==> config.mk <==
export PLATFORM = sky130hd
export DESIGN_NAME = jlts_ram
export DESIGN_NICKNAME = d
export VERILOG_FILES = /design/src/hw/rtl/jlts_ram.sv
export SDC_FILE = /design/constraint.sdc
export NUM_CORES = 1
export LEC_CHECK = 0
export BUFFER_PORTS_ARGS = -buffer_cell sky130_fd_sc_hd__buf_4
export CAP_MARGIN = 5
export CELL_PAD_IN_SITES_DETAIL_PLACEMENT = 1
export CELL_PAD_IN_SITES_GLOBAL_PLACEMENT = 1
export CORE_UTILIZATION = 53
export DETAILED_ROUTE_END_ITERATION = 7
export PLACE_DENSITY = 0.89
export SYNTH_ARGS = -nofsm -noshare
export SYNTH_HDL_FRONTEND = slang
export SYNTH_SLANG_ARGS = --single-unit
==> constraint.sdc <==
create_clock -name clk -period 1.9 [get_ports clk]
set_input_delay 0 -clock clk [delete_from_list [all_inputs] [get_ports clk]]
set_output_delay 0 -clock clk [all_outputs]
set_load 0.02 [all_outputs]
==> src/hw/rtl/jlts_ram.sv <==
`timescale 1ns / 1ps
`default_nettype none
// ----------------------------------------------------------------------------
// jlts_ram: generic simple dual-port RAM
// One write port, one read port with registered read data.
// ----------------------------------------------------------------------------
module jlts_ram #(
  parameter int unsigned WIDTH = 8,
  parameter int unsigned DEPTH = 16
) (
  input  wire logic                     clk,
  input  wire logic                     we,
  input  wire logic [$clog2(DEPTH)-1:0] waddr,
  input  wire logic [WIDTH-1:0]         wdata,
  input  wire logic [$clog2(DEPTH)-1:0] raddr,
  output logic      [WIDTH-1:0]         rdata
);

  logic [WIDTH-1:0] mem [DEPTH];

  always_ff @(posedge clk) begin
    if (we) begin
      mem[waddr] <= wdata;
    end
    rdata <= mem[raddr];
  end

endmodule
`default_nettype wire

Yosys cells after proc, flatten, opt, wreduce, memory -nomap -nowiden
Memories as Yosys holds them, arrays and structs flattened. A register that Yosys moved wholly into a read port is not among the register bits.
Cells that the tools add are included.

word-level totals
  register bits = 0
  bits in writable memories = 128
  output and inout bits = 8
  memories kept = 1

cells by class
  mux-type cells = 2

memory list
  name  depth  bits a word  read ports  clocked after memory_dff  write ports  RTL line  RTL
  mem   16     8            1           1                         1            19        logic [WIDTH-1:0] mem [DEPTH];

operator list
  cell               count
  1-bit two-way mux  2

Longest topological paths before layout
Gate-level depths: netlist (run 1).

  depth after elaboration = 2
  gate-level depth with buffers = 5
  depth with buffers taken out = 3

Least setup slack after synthesis (run 1)
Ideal clock, no wire load.

  kind = in2reg
  start = in waddr[2]
  end = mem mem[0][0], enable pin
  setup time = 383 ps
  arrival time = 1110 ps
  setup slack = 407 ps
  cell stages on the path = 2
  path buffers = 0
  path through = or3b_2 -> nor3_1

RTL lines
  item         RTL line  RTL
  from (decl)  13        input wire logic [$clog2(DEPTH)-1:0] waddr,
  to (decl)    19

No word-level cell before the write port.

==> results of run 1 <==
==> registers in the layout, indices dropped and copies added (netlist names) <==
signal  cells
mem       128
rdata       8
==> synthesized netlist by cell type <==
cell / n / area (um^2)
a22oi_1: 16 / 120
nand3b_1: 2 / 15.0
edfxtp_1: 128 / 3840
nor2_1: 13 / 48.8
dfxtp_1: 8 / 160
buf_2: 3 / 15.0
nor3_1: 4 / 20.0
clkdlybuf4s25_2: 3 / 30.0
and2_1: 1 / 6.26
nand2b_1: 2 / 12.5
and2b_1: 1 / 7.51
mux4_2: 18 / 405
nand2_1: 9 / 33.8
or3b_2: 1 / 8.76
mux4_1: 14 / 368
nor2b_1: 1 / 6.26
buf_4: 1 / 7.51
nand3_1: 1 / 5.00
buf_6: 3 / 33.8
==> where the power goes <==
group | internal (uW) | switching, uW | leakage [uW] | total [uW]
combinational | 167 | 213 | 0.000635 | 380
clock | 2130 | 1210 | 0.000282 | 3350
sequential | 3350 | 25.3 | 0.00122 | 3380
total | 5660 | 1450 | 0.00214 | 7110
==> cell families after synthesis <==
kind of cell | share of synthesized area, %
buffers and inverters | 1.68
DFF | 77.8
and+or+nand+nor | 3.18
muxes | 15.0
AOI/OAI and AO/OA | 2.33
==> cell type report <==
cell class / instances / area, um^2 / area share, %
Clock inverter: 11 / 174 / 2.78
Timing Repair Buffer: 53 / 430 / 6.88
Clock buffer: 21 / 429 / 6.86
Sequential cell: 136 / 4000 / 64.0
Multi-Input combinational cell: 83 / 1060 / 16.9
Tap cell: 129 / 161 / 2.58
==> path summary, 6_finish.rpt <==
| check | start | end | slack (ps) | cells past startpoint |
|---|---|---|---|---|
| setup / recovery | mem[2][2] | rdata[2] | 440 | 3 |
| hold / removal | waddr[1] | mem[4][5] | 30 | 3 |
| setup reg to reg | mem[2][2] | rdata[2] | 440 | 3 |
| hold reg to reg | mem[13][5] | rdata[5] | 700 | 3 |
==> per-stage QoR <==
step / hold slack (ps) / instance area, um^2 / instances / power, uW
5_1_grt: 21.8 / 6260 / 433 / 7270
3_5_place_dp: 318 / 5570 / 393 / 3810
6_report: 28.1 / 6260 / 433 / 7110
2_1_floorplan: 98.9 / 5150 / 229 / 3630
3_3_place_gp: 302 / 5570 / 393 / 3780
4_1_cts: 15.1 / 6260 / 433 / 7140
==> worst register-to-register path: stages (launching register included) <==
cell and delay, ps:
edfxtp_1 370, mux4_1 540, a22oi_1 280, nand2_1 140
==> cell usage in the layout (no fill, tap or decap) <==
cell type / netlist / final
clkbuf_8: 0 / 1
or3b_2: 1 / 1
mux4_1: 14 / 14
clkinv_4: 0 / 3
a22oi_1: 16 / 16
bufinv_16: 0 / 4
buf_4: 1 / 44
dfxtp_1: 8 / 8
nand3_1: 1 / 1
clkinvlp_4: 0 / 3
and2_1: 1 / 1
dlygate4sd3_1: 0 / 8
nand2b_1: 2 / 2
nand3b_1: 2 / 2
and2b_1: 1 / 1
buf_12: 0 / 1
nand2_1: 9 / 9
mux4_2: 18 / 18
clkbuf_1: 0 / 4
edfxtp_1: 128 / 128
nor3_1: 4 / 4
clkbuf_16: 0 / 16
nor2b_1: 1 / 1
nor2_1: 13 / 13
clkinv_2: 0 / 1
==> routing by layer <==
metal | GRT usage [%] | wire, um | vias up
met2 | 44.0 | 6410 | 142
li1 | - | - | 1097
met4 | 9.92 | 200 | 0
met3 | 6.38 | 836 | 21
met1 | 35.6 | 4830 | 1370
met5 | 0 | 0 | -
==> repair_timing <==
item | in CTS | in global routing
hold buffers | 8 | 0
setup endpoints to repair | 0 | 0
hold endpoints to repair | 128 | 0
==> impl_metrics.env, run 1 <==
export IMPL_cp_end_kind="flop"
export IMPL_p_leak_uw=0.00214
export IMPL_routed_wl_um=12300
export IMPL_ir_worst_vdd_mv=0.739
export IMPL_postLayoutCoreUtil_pct=67.1
export IMPL_worst_ep_required_time_ps=2280
export IMPL_rows=35
export IMPL_ant_nets=0
export IMPL_maxCapViolations=0
export IMPL_achievable_frequency_mhz=686
export IMPL_cts_root_buffer="clkbuf_8"
export IMPL_grt_first_pass_wirelength_um=17800
export IMPL_netlist_area_um2=5150
export IMPL_hold_class="in2reg"
export IMPL_crit_chain="mux4_1, a22oi_1, nand2_1"
export IMPL_finalCritPeriodShare_pct=76.8
export IMPL_dp_slack_ps=376
export IMPL_slowest_delay_ps=540
export IMPL_grt_use_total_pct=26.9
export IMPL_ys_warn_count=0
export IMPL_core_um2=9330
export IMPL_cp_start_kind="flop"
export IMPL_grt_max_degree=33
export IMPL_synth_seq_cells=136
export IMPL_ctsResizeCount=0
export IMPL_clk_pin_slew_ps=60
export IMPL_die_area_um2=10100
export IMPL_avgSynthCellArea_um2=22.5
export IMPL_drt_iter0_markers=258
export IMPL_grt_pass1_vias=2810
export IMPL_synth_seq_area_share_pct=77.8
export IMPL_place_hpwl_um=7440
export IMPL_routedWlPerCell_um=28.4
export IMPL_gp_congestion=0.745
export IMPL_grt_ovfl_total=0
export IMPL_initial_core_util_pct=55.2
export IMPL_cts_sinks=136
export IMPL_postCtsSetupRepairBufs=0
export IMPL_cp_data_arrival_time_ps=1840
export IMPL_cts_buffer_depth=2
export IMPL_vias_per_cell=6.07
export IMPL_finalHoldViolations=0
export IMPL_relSlewSlack_pct=68.4
export IMPL_numCtsBuffers=17
export IMPL_vias=2630
export IMPL_status="finished, final reports clean"
export IMPL_die_w_um=101
export IMPL_path_class="reg2reg"
export IMPL_port_buffer_count=25
export IMPL_critPathTopFamily="multiplexers"
export IMPL_slew_violations=0
export IMPL_setup_viol=0
export IMPL_final_min_clock_period_ps=1460
export IMPL_dr_pass1_iters=4
export IMPL_fin_ws_ps=441
export IMPL_fill_cells=757
export IMPL_tns_ps=0
export IMPL_clk_latency_ps=520
export IMPL_worst_slew_pin_slew_ps=473
export IMPL_areaGrowthSynthToFinish_pct=21.5
export IMPL_io_pins=26
export IMPL_fin_worst_skew_ps=6.40
export IMPL_yosysUniqueCellTypes=19
export IMPL_layout_nets=309
export IMPL_cts_tree="yes"
export IMPL_n_antenna_cell=0
export IMPL_rsz0062_at_grt="false"
export IMPL_drc_errors=0
export IMPL_drive_above_1_share_pct=30.3
export IMPL_powerDensity_nw_per_um2=1140
export IMPL_critical_path_slowest_cell="mux4_1"
export IMPL_syn_inst=229
export IMPL_die_h_um=101
export IMPL_syn_nets=247
export IMPL_crit_fanout=1
export IMPL_path_buf_inv=0
export IMPL_htree_levels=4
export IMPL_antenna_found_initial=0
No activity file was read; power rests on OpenSTA's default activity.
==> run 2: changes to the inputs <==
==> constraint.sdc (replaced) <==
create_clock -name clk -period 1.4 [get_ports clk]
set_input_delay 0 -clock clk [delete_from_list [all_inputs] [get_ports clk]]
set_output_delay 0 -clock clk [all_outputs]
set_load 0.02 [all_outputs]
==> run 2 against run 1 <==
Effect of this change: via count decreased by 1.2%; global-route usage about the same; worst hold slack improved by 32 ps; die area unchanged; count of clock-buffer cells in the layout decreased by 1; critical path type unchanged; largest power group unchanged.
==> impl_metrics.env, run 2 (same netlist as run 1, synthesis figures left out) <==
export IMPL_die_h_um=101
export IMPL_areaGrowthSynthToFinish_pct=23.5
export IMPL_htree_levels=4
export IMPL_vias=2599
export IMPL_grt_ovfl_total=0
export IMPL_initial_core_util_pct=55.2
export IMPL_core_um2=9330
export IMPL_grt_max_degree=24
export IMPL_cts_buffer_depth=2
export IMPL_cp_start_kind="flop"
export IMPL_crit_chain="mux4_1, a22oi_1, nand2_1"
export IMPL_finalCritPeriodShare_pct=99.9
export IMPL_layout_nets=315
export IMPL_achievable_frequency_mhz=715
export IMPL_r2r_start="mem[5][1]"
export IMPL_maxCapViolations=0
export IMPL_powerDensity_nw_per_um2=1510
export IMPL_routedWlPerCell_um=27.6
export IMPL_fin_worst_skew_ps=7.79
export IMPL_grt_pass1_vias=2853
export IMPL_grt_use_total_pct=26.9
export IMPL_timing_hold_ws_ps=60.0
export IMPL_dp_slack_ps=-7.15
export IMPL_cp_end_kind="flop"
export IMPL_final_min_clock_period_ps=1400
export IMPL_final_common_cell="edfxtp_1"
export IMPL_postCtsSetupRepairBufs=0
export IMPL_io_pins=26
export IMPL_vias_per_cell=5.92
export IMPL_setup_worst_path_end="rdata[1]"
export IMPL_die_area_um2=10100
export IMPL_rsz0062_at_grt="false"
export IMPL_postLayoutCoreUtil_pct=68.2
export IMPL_rows=35
export IMPL_drive_above_1_share_pct=35.5
export IMPL_dp_cells=397
export IMPL_reg_largest_list="mem x128, rdata x8"
export IMPL_setup_viol=0
export IMPL_gp_congestion=0.709
export IMPL_drc_errors=0
export IMPL_postPlaceCellArea_um2=5630
export IMPL_cts_root_buffer="clkbuf_8"
export IMPL_clk_latency_ps=530
export IMPL_die_w_um=101
export IMPL_critical_path_slowest_cell="mux4_1"
export IMPL_p_leak_uw=0.00218
export IMPL_reg2regPathDepth=3
export IMPL_worst_slew_pin_slew_ps=502
export IMPL_ir_worst_vdd_mv=0.976
export IMPL_port_buffer_count=25
export IMPL_ant_nets=0
export IMPL_cp_data_arrival_time_ps=1810
export IMPL_place_hpwl_um=7160
export IMPL_grt_first_pass_wirelength_um=18200
export IMPL_layout_cells_most_common_list="128 x edfxtp_1, 45 x buf_4, 21 x mux4_2, 16 x clkbuf_16, 13 x nor2_1"
export IMPL_worst_ep_required_time_ps=1810
export IMPL_antenna_found_initial=0
export IMPL_cts_tree="yes"
export IMPL_fill_cells=762
export IMPL_finalHoldViolations=0
export IMPL_largest_register="mem"
export IMPL_slew_violations=0
export IMPL_slowest_delay_ps=560
export IMPL_relSlewSlack_pct=66.5
export IMPL_cts_sinks=136
export IMPL_final_area_um2=6360
export IMPL_crit_fanout=1
export IMPL_hold_class="in2reg"
export IMPL_routed_wl_um=12100
export IMPL_path_class="reg2reg"
export IMPL_largest_register_ff_count=128
export IMPL_n_antenna_cell=0
export IMPL_drt_iter0_markers=188
export IMPL_numCtsBuffers=17
export IMPL_fin_ws_ps=0.803
export IMPL_dr_pass1_iters=4
export IMPL_clk_pin_slew_ps=70
export IMPL_crit_start="mem[5][1]"
export IMPL_final_cells=439
export IMPL_status="finished, final reports clean"
export IMPL_r2r_slack_ps=0.8
export IMPL_rr_endpoint="rdata[1]"
-- run 2: cell types whose count changed in the layout (fill, tap and decap cells not counted), moves of 2 or more --
| cell | before | now |
|---|---|---|
| dlygate4sd3_1 | 8 | 10 |
| a22oi_2 | 0 | 7 |
| a22oi_1 | 16 | 9 |
| buf_12 | 1 | 3 |
| clkinv_2 | 1 | 4 |
| mux4_1 | 14 | 11 |
| clkbuf_8 | 1 | 3 |
| clkbuf_1 | 4 | 1 |
| mux4_2 | 18 | 21 |
-- run 2: area by class of cell --
type | count | area [um^2] | share of cell area [%]
clock inverters | 12 | 151 | 2.38
flip-flops and latches | 136 | 4000 | 63.0
well taps | 129 | 161 | 2.54
repair buffers | 59 | 509 | 8.01
clock buffers | 20 | 445 | 7.01
multi-input cells | 83 | 1090 | 17.1
-- run 2: how the worst min path moves through the flow --
stage,startpoint,endpoint,slack (ps),cells after the start
after floorplan,wdata[0],mem[0][0],100,0
after global placement,wdata[5],mem[6][5],290,1
after detailed placement,wdata[2],mem[1][2],340,1
after CTS,raddr[3],rdata[4],40,5
after global routing,raddr[1],rdata[2],70,4
final,raddr[3],rdata[4],60,5
-- run 2: timing repair --
item                       4_1_cts  5_1_grt
setup endpoints to repair        3       12
gates resized for setup          3        8
hold buffers                    11        0
hold endpoints to repair       144        0
pin swaps                        0        1
-- run 2: routing by layer --
metal	part of all wire (%)	GRT usage [%]	wire length (um)
met1	41	34.6	5010
met2	53	45.5	6400
met3	4.3	6.93	525
met4	1.6	8.58	189
met5	0	0	0
-- run 2: where the power goes --
group	total [uW]	switching (uW)	internal (uW)
Combinational	554	304	249
Sequential	4580	32.3	4550
Clock	4490	1690	2800
Total	9630	2030	7600
-- run 2: worst max-delay path: cells and delay by family (launching register included) --
| family | cells | cell delay (ps) |
|---|---|---|
| muxes | 1 | 560 |
| DFF | 1 | 380 |
| AOI/OAI and AO/OA | 1 | 260 |
| and+or+nand+nor | 1 | 80 |
-- run 2: per-stage QoR --
step	TNS, ps	total power (uW)
2_1_floorplan	0	4920
3_3_place_gp	0	5130
3_5_place_dp	-7.15	5170
4_1_cts	0	9670
5_1_grt	0	9850
6_report	0	9630
==> run 3: changes to the inputs <==
--- a/config.mk
+++ b/config.mk
@@ -6,10 +6,11 @@
 export NUM_CORES = 1
 export LEC_CHECK = 0
 export BUFFER_PORTS_ARGS = -buffer_cell sky130_fd_sc_hd__buf_4
-export CAP_MARGIN = 5
+export CAP_MARGIN = 40
 export CELL_PAD_IN_SITES_DETAIL_PLACEMENT = 1
-export CELL_PAD_IN_SITES_GLOBAL_PLACEMENT = 1
-export CORE_UTILIZATION = 53
+export CELL_PAD_IN_SITES_GLOBAL_PLACEMENT = 2
+export CORE_ASPECT_RATIO = 0.9
+export CORE_UTILIZATION = 48
 export DETAILED_ROUTE_END_ITERATION = 7
 export PLACE_DENSITY = 0.89
 export SYNTH_ARGS = -nofsm -noshare
==> run 3 against run 2 <==
Effect of this change: the run now ends with design-rule violations left; sequential cell count is the same; total power grew 0.63%; global-route usage shrank 4.4 points; sequential power is essentially flat; clock skew is essentially flat; via count shrank 2.7%; critical path type unchanged; critical endpoint is now rdata[2].
==> impl_metrics.env, run 3 (same netlist as run 1, synthesis figures left out) <==
export IMPL_initial_core_util_pct=49.8
export IMPL_ir_worst_vdd_mv=0.916
export IMPL_core_um2=10300
export IMPL_gp_congestion=0.709
export IMPL_clkPwrFrac_pct=47.2
export IMPL_cp_data_arrival_time_ps=1670
export IMPL_io_pins=26
export IMPL_cts_buffer_depth=2
export IMPL_powerDensity_nw_per_um2=1530
export IMPL_vias=2530
export IMPL_postLayoutCoreUtil_pct=61.4
export IMPL_rows=35
export IMPL_drc_errors=2
export IMPL_grt_max_degree=17
export IMPL_reg_largest_list="mem x128, rdata x8"
export IMPL_p_leak_uw=0.00217
export IMPL_grt_use_total_pct=22.5
export IMPL_grt_ovfl_total=0
export IMPL_crit_fanout=1
export IMPL_path_class="reg2reg"
export IMPL_antenna_found_initial=0
export IMPL_wl_met3_um=742
export IMPL_sw_frac_of_total_pct=21.1
export IMPL_die_area_um2=11100
export IMPL_whs_path_depth=3
export IMPL_worst_ep_required_time_ps=1700
export IMPL_drive_above_1_share_pct=35.0
export IMPL_final_min_clock_period_ps=1360
export IMPL_final_common_cell="edfxtp_1"
export IMPL_hold_class="in2reg"
export IMPL_cts_tree="yes"
export IMPL_met2_length_um=5960
export IMPL_cp_end_kind="flop"
export IMPL_die_w_um=111
export IMPL_vias_per_cell=5.78
export IMPL_routedWlPerCell_um=25.7
export IMPL_p_total_uw=9690
export IMPL_die_h_um=100
export IMPL_largest_register="mem"
export IMPL_numCtsBuffers=17
export IMPL_rsz0062_at_grt="false"
export IMPL_highest_layer="met4"
export IMPL_setup_viol=0
export IMPL_tns_ps=0
export IMPL_layout_cells_most_common_list="128 x edfxtp_1, 48 x buf_4, 19 x mux4_2, 17 x clkbuf_16"
export IMPL_dr_pass1_iters=6
export IMPL_p_sw_uw=2040
export IMPL_fin_worst_skew_ps=7.30
export IMPL_status="finished with violations"
export IMPL_slew_violations=0
export IMPL_place_hpwl_um=6940
export IMPL_n_antenna_cell=0
export IMPL_htree_levels=4
export IMPL_grt_first_pass_wirelength_um=17300
export IMPL_areaGrowthSynthToFinish_pct=23.3
export IMPL_maxCapViolations=0
export IMPL_layout_nets=314
export IMPL_timing_hold_ws_ps=116
export IMPL_pwr_share_comb_pct=5.5
export IMPL_violations="design-rule violations"
export IMPL_ant_nets=0
export IMPL_grt_pass1_vias=2857
export IMPL_routed_wl_um=11300
export IMPL_drt_iter0_markers=184
export IMPL_reg2regPathDepth=3
export IMPL_pwr_share_seq_pct=47.3
export IMPL_finalCritPeriodShare_pct=97.2
export IMPL_internal_power_uw=7650
export IMPL_cp_start_kind="flop"
export IMPL_worst_slew_pin_slew_ps=893
export IMPL_wl_met1_um=4510
export IMPL_largest_register_ff_count=128
export IMPL_port_buffer_count=25
export IMPL_achievable_frequency_mhz=735
export IMPL_clk_latency_ps=420
export IMPL_clk_pin_slew_ps=60
export IMPL_finalHoldViolations=0
export IMPL_relSlewSlack_pct=40.2
export IMPL_cts_root_buffer="clkbuf_16"
export IMPL_cts_sinks=136
[run 3: metal layers]
layer | up-vias | global-route usage (%)
li1 | 1103 | -
met1 | 1328 | 27.8
met2 | 93 | 39.6
met3 | 6 | 6.04
met4 | 0 | 6.55
met5 | - | 0
[run 3: worst max-delay path: stages (launching register included)]
cell and delay [ps]:
edfxtp_1 400, mux4_1 550, a22oi_1 240, nand2_1 70
[run 3: final cells by class]
class	instances	area, um^2
tap	129	161
multi-input combinational	83	1080
fill	867	3990
clock inverter	14	176
timing repair buffer	58	480
sequential	136	4000
clock buffer	18	439
[run 3: final timing paths]
check	from	end	slack [ps]
hold reg to reg	mem[7][2]	rdata[2]	670
setup reg to reg	mem[10][2]	rdata[2]	40
setup / recovery	mem[10][2]	rdata[2]	40
hold / removal	waddr[0]	mem[4][3]	120
[run 3: power by group through the flow]
stage | Sequential [uW] | Combinational (uW) | Clock [uW]
floorplan | 4690 | 231 | 0
global placement | 4660 | 477 | 0
detailed placement | 4670 | 504 | 0
CTS | 4590 | 534 | 4630
global route | 4590 | 568 | 4780
finish | 4590 | 531 | 4570
[run 3: metrics by stage]
step	worst slack, ps	cell area (um^2)	std cells
global route	3.14	6340	438
floorplan	134	5150	229
global placement	37.8	5620	397
CTS	10.5	6320	438
finish	39.7	6340	438
detailed placement	-8.39	5630	398
[run 3: repair_timing]
item,CTS,global route
setup endpoints to repair,2,3
gates resized for setup,2,4
gates cloned,0,0
endpoints found under the hold margin,128,0
buffers inserted,0,0
hold buffers,8,0
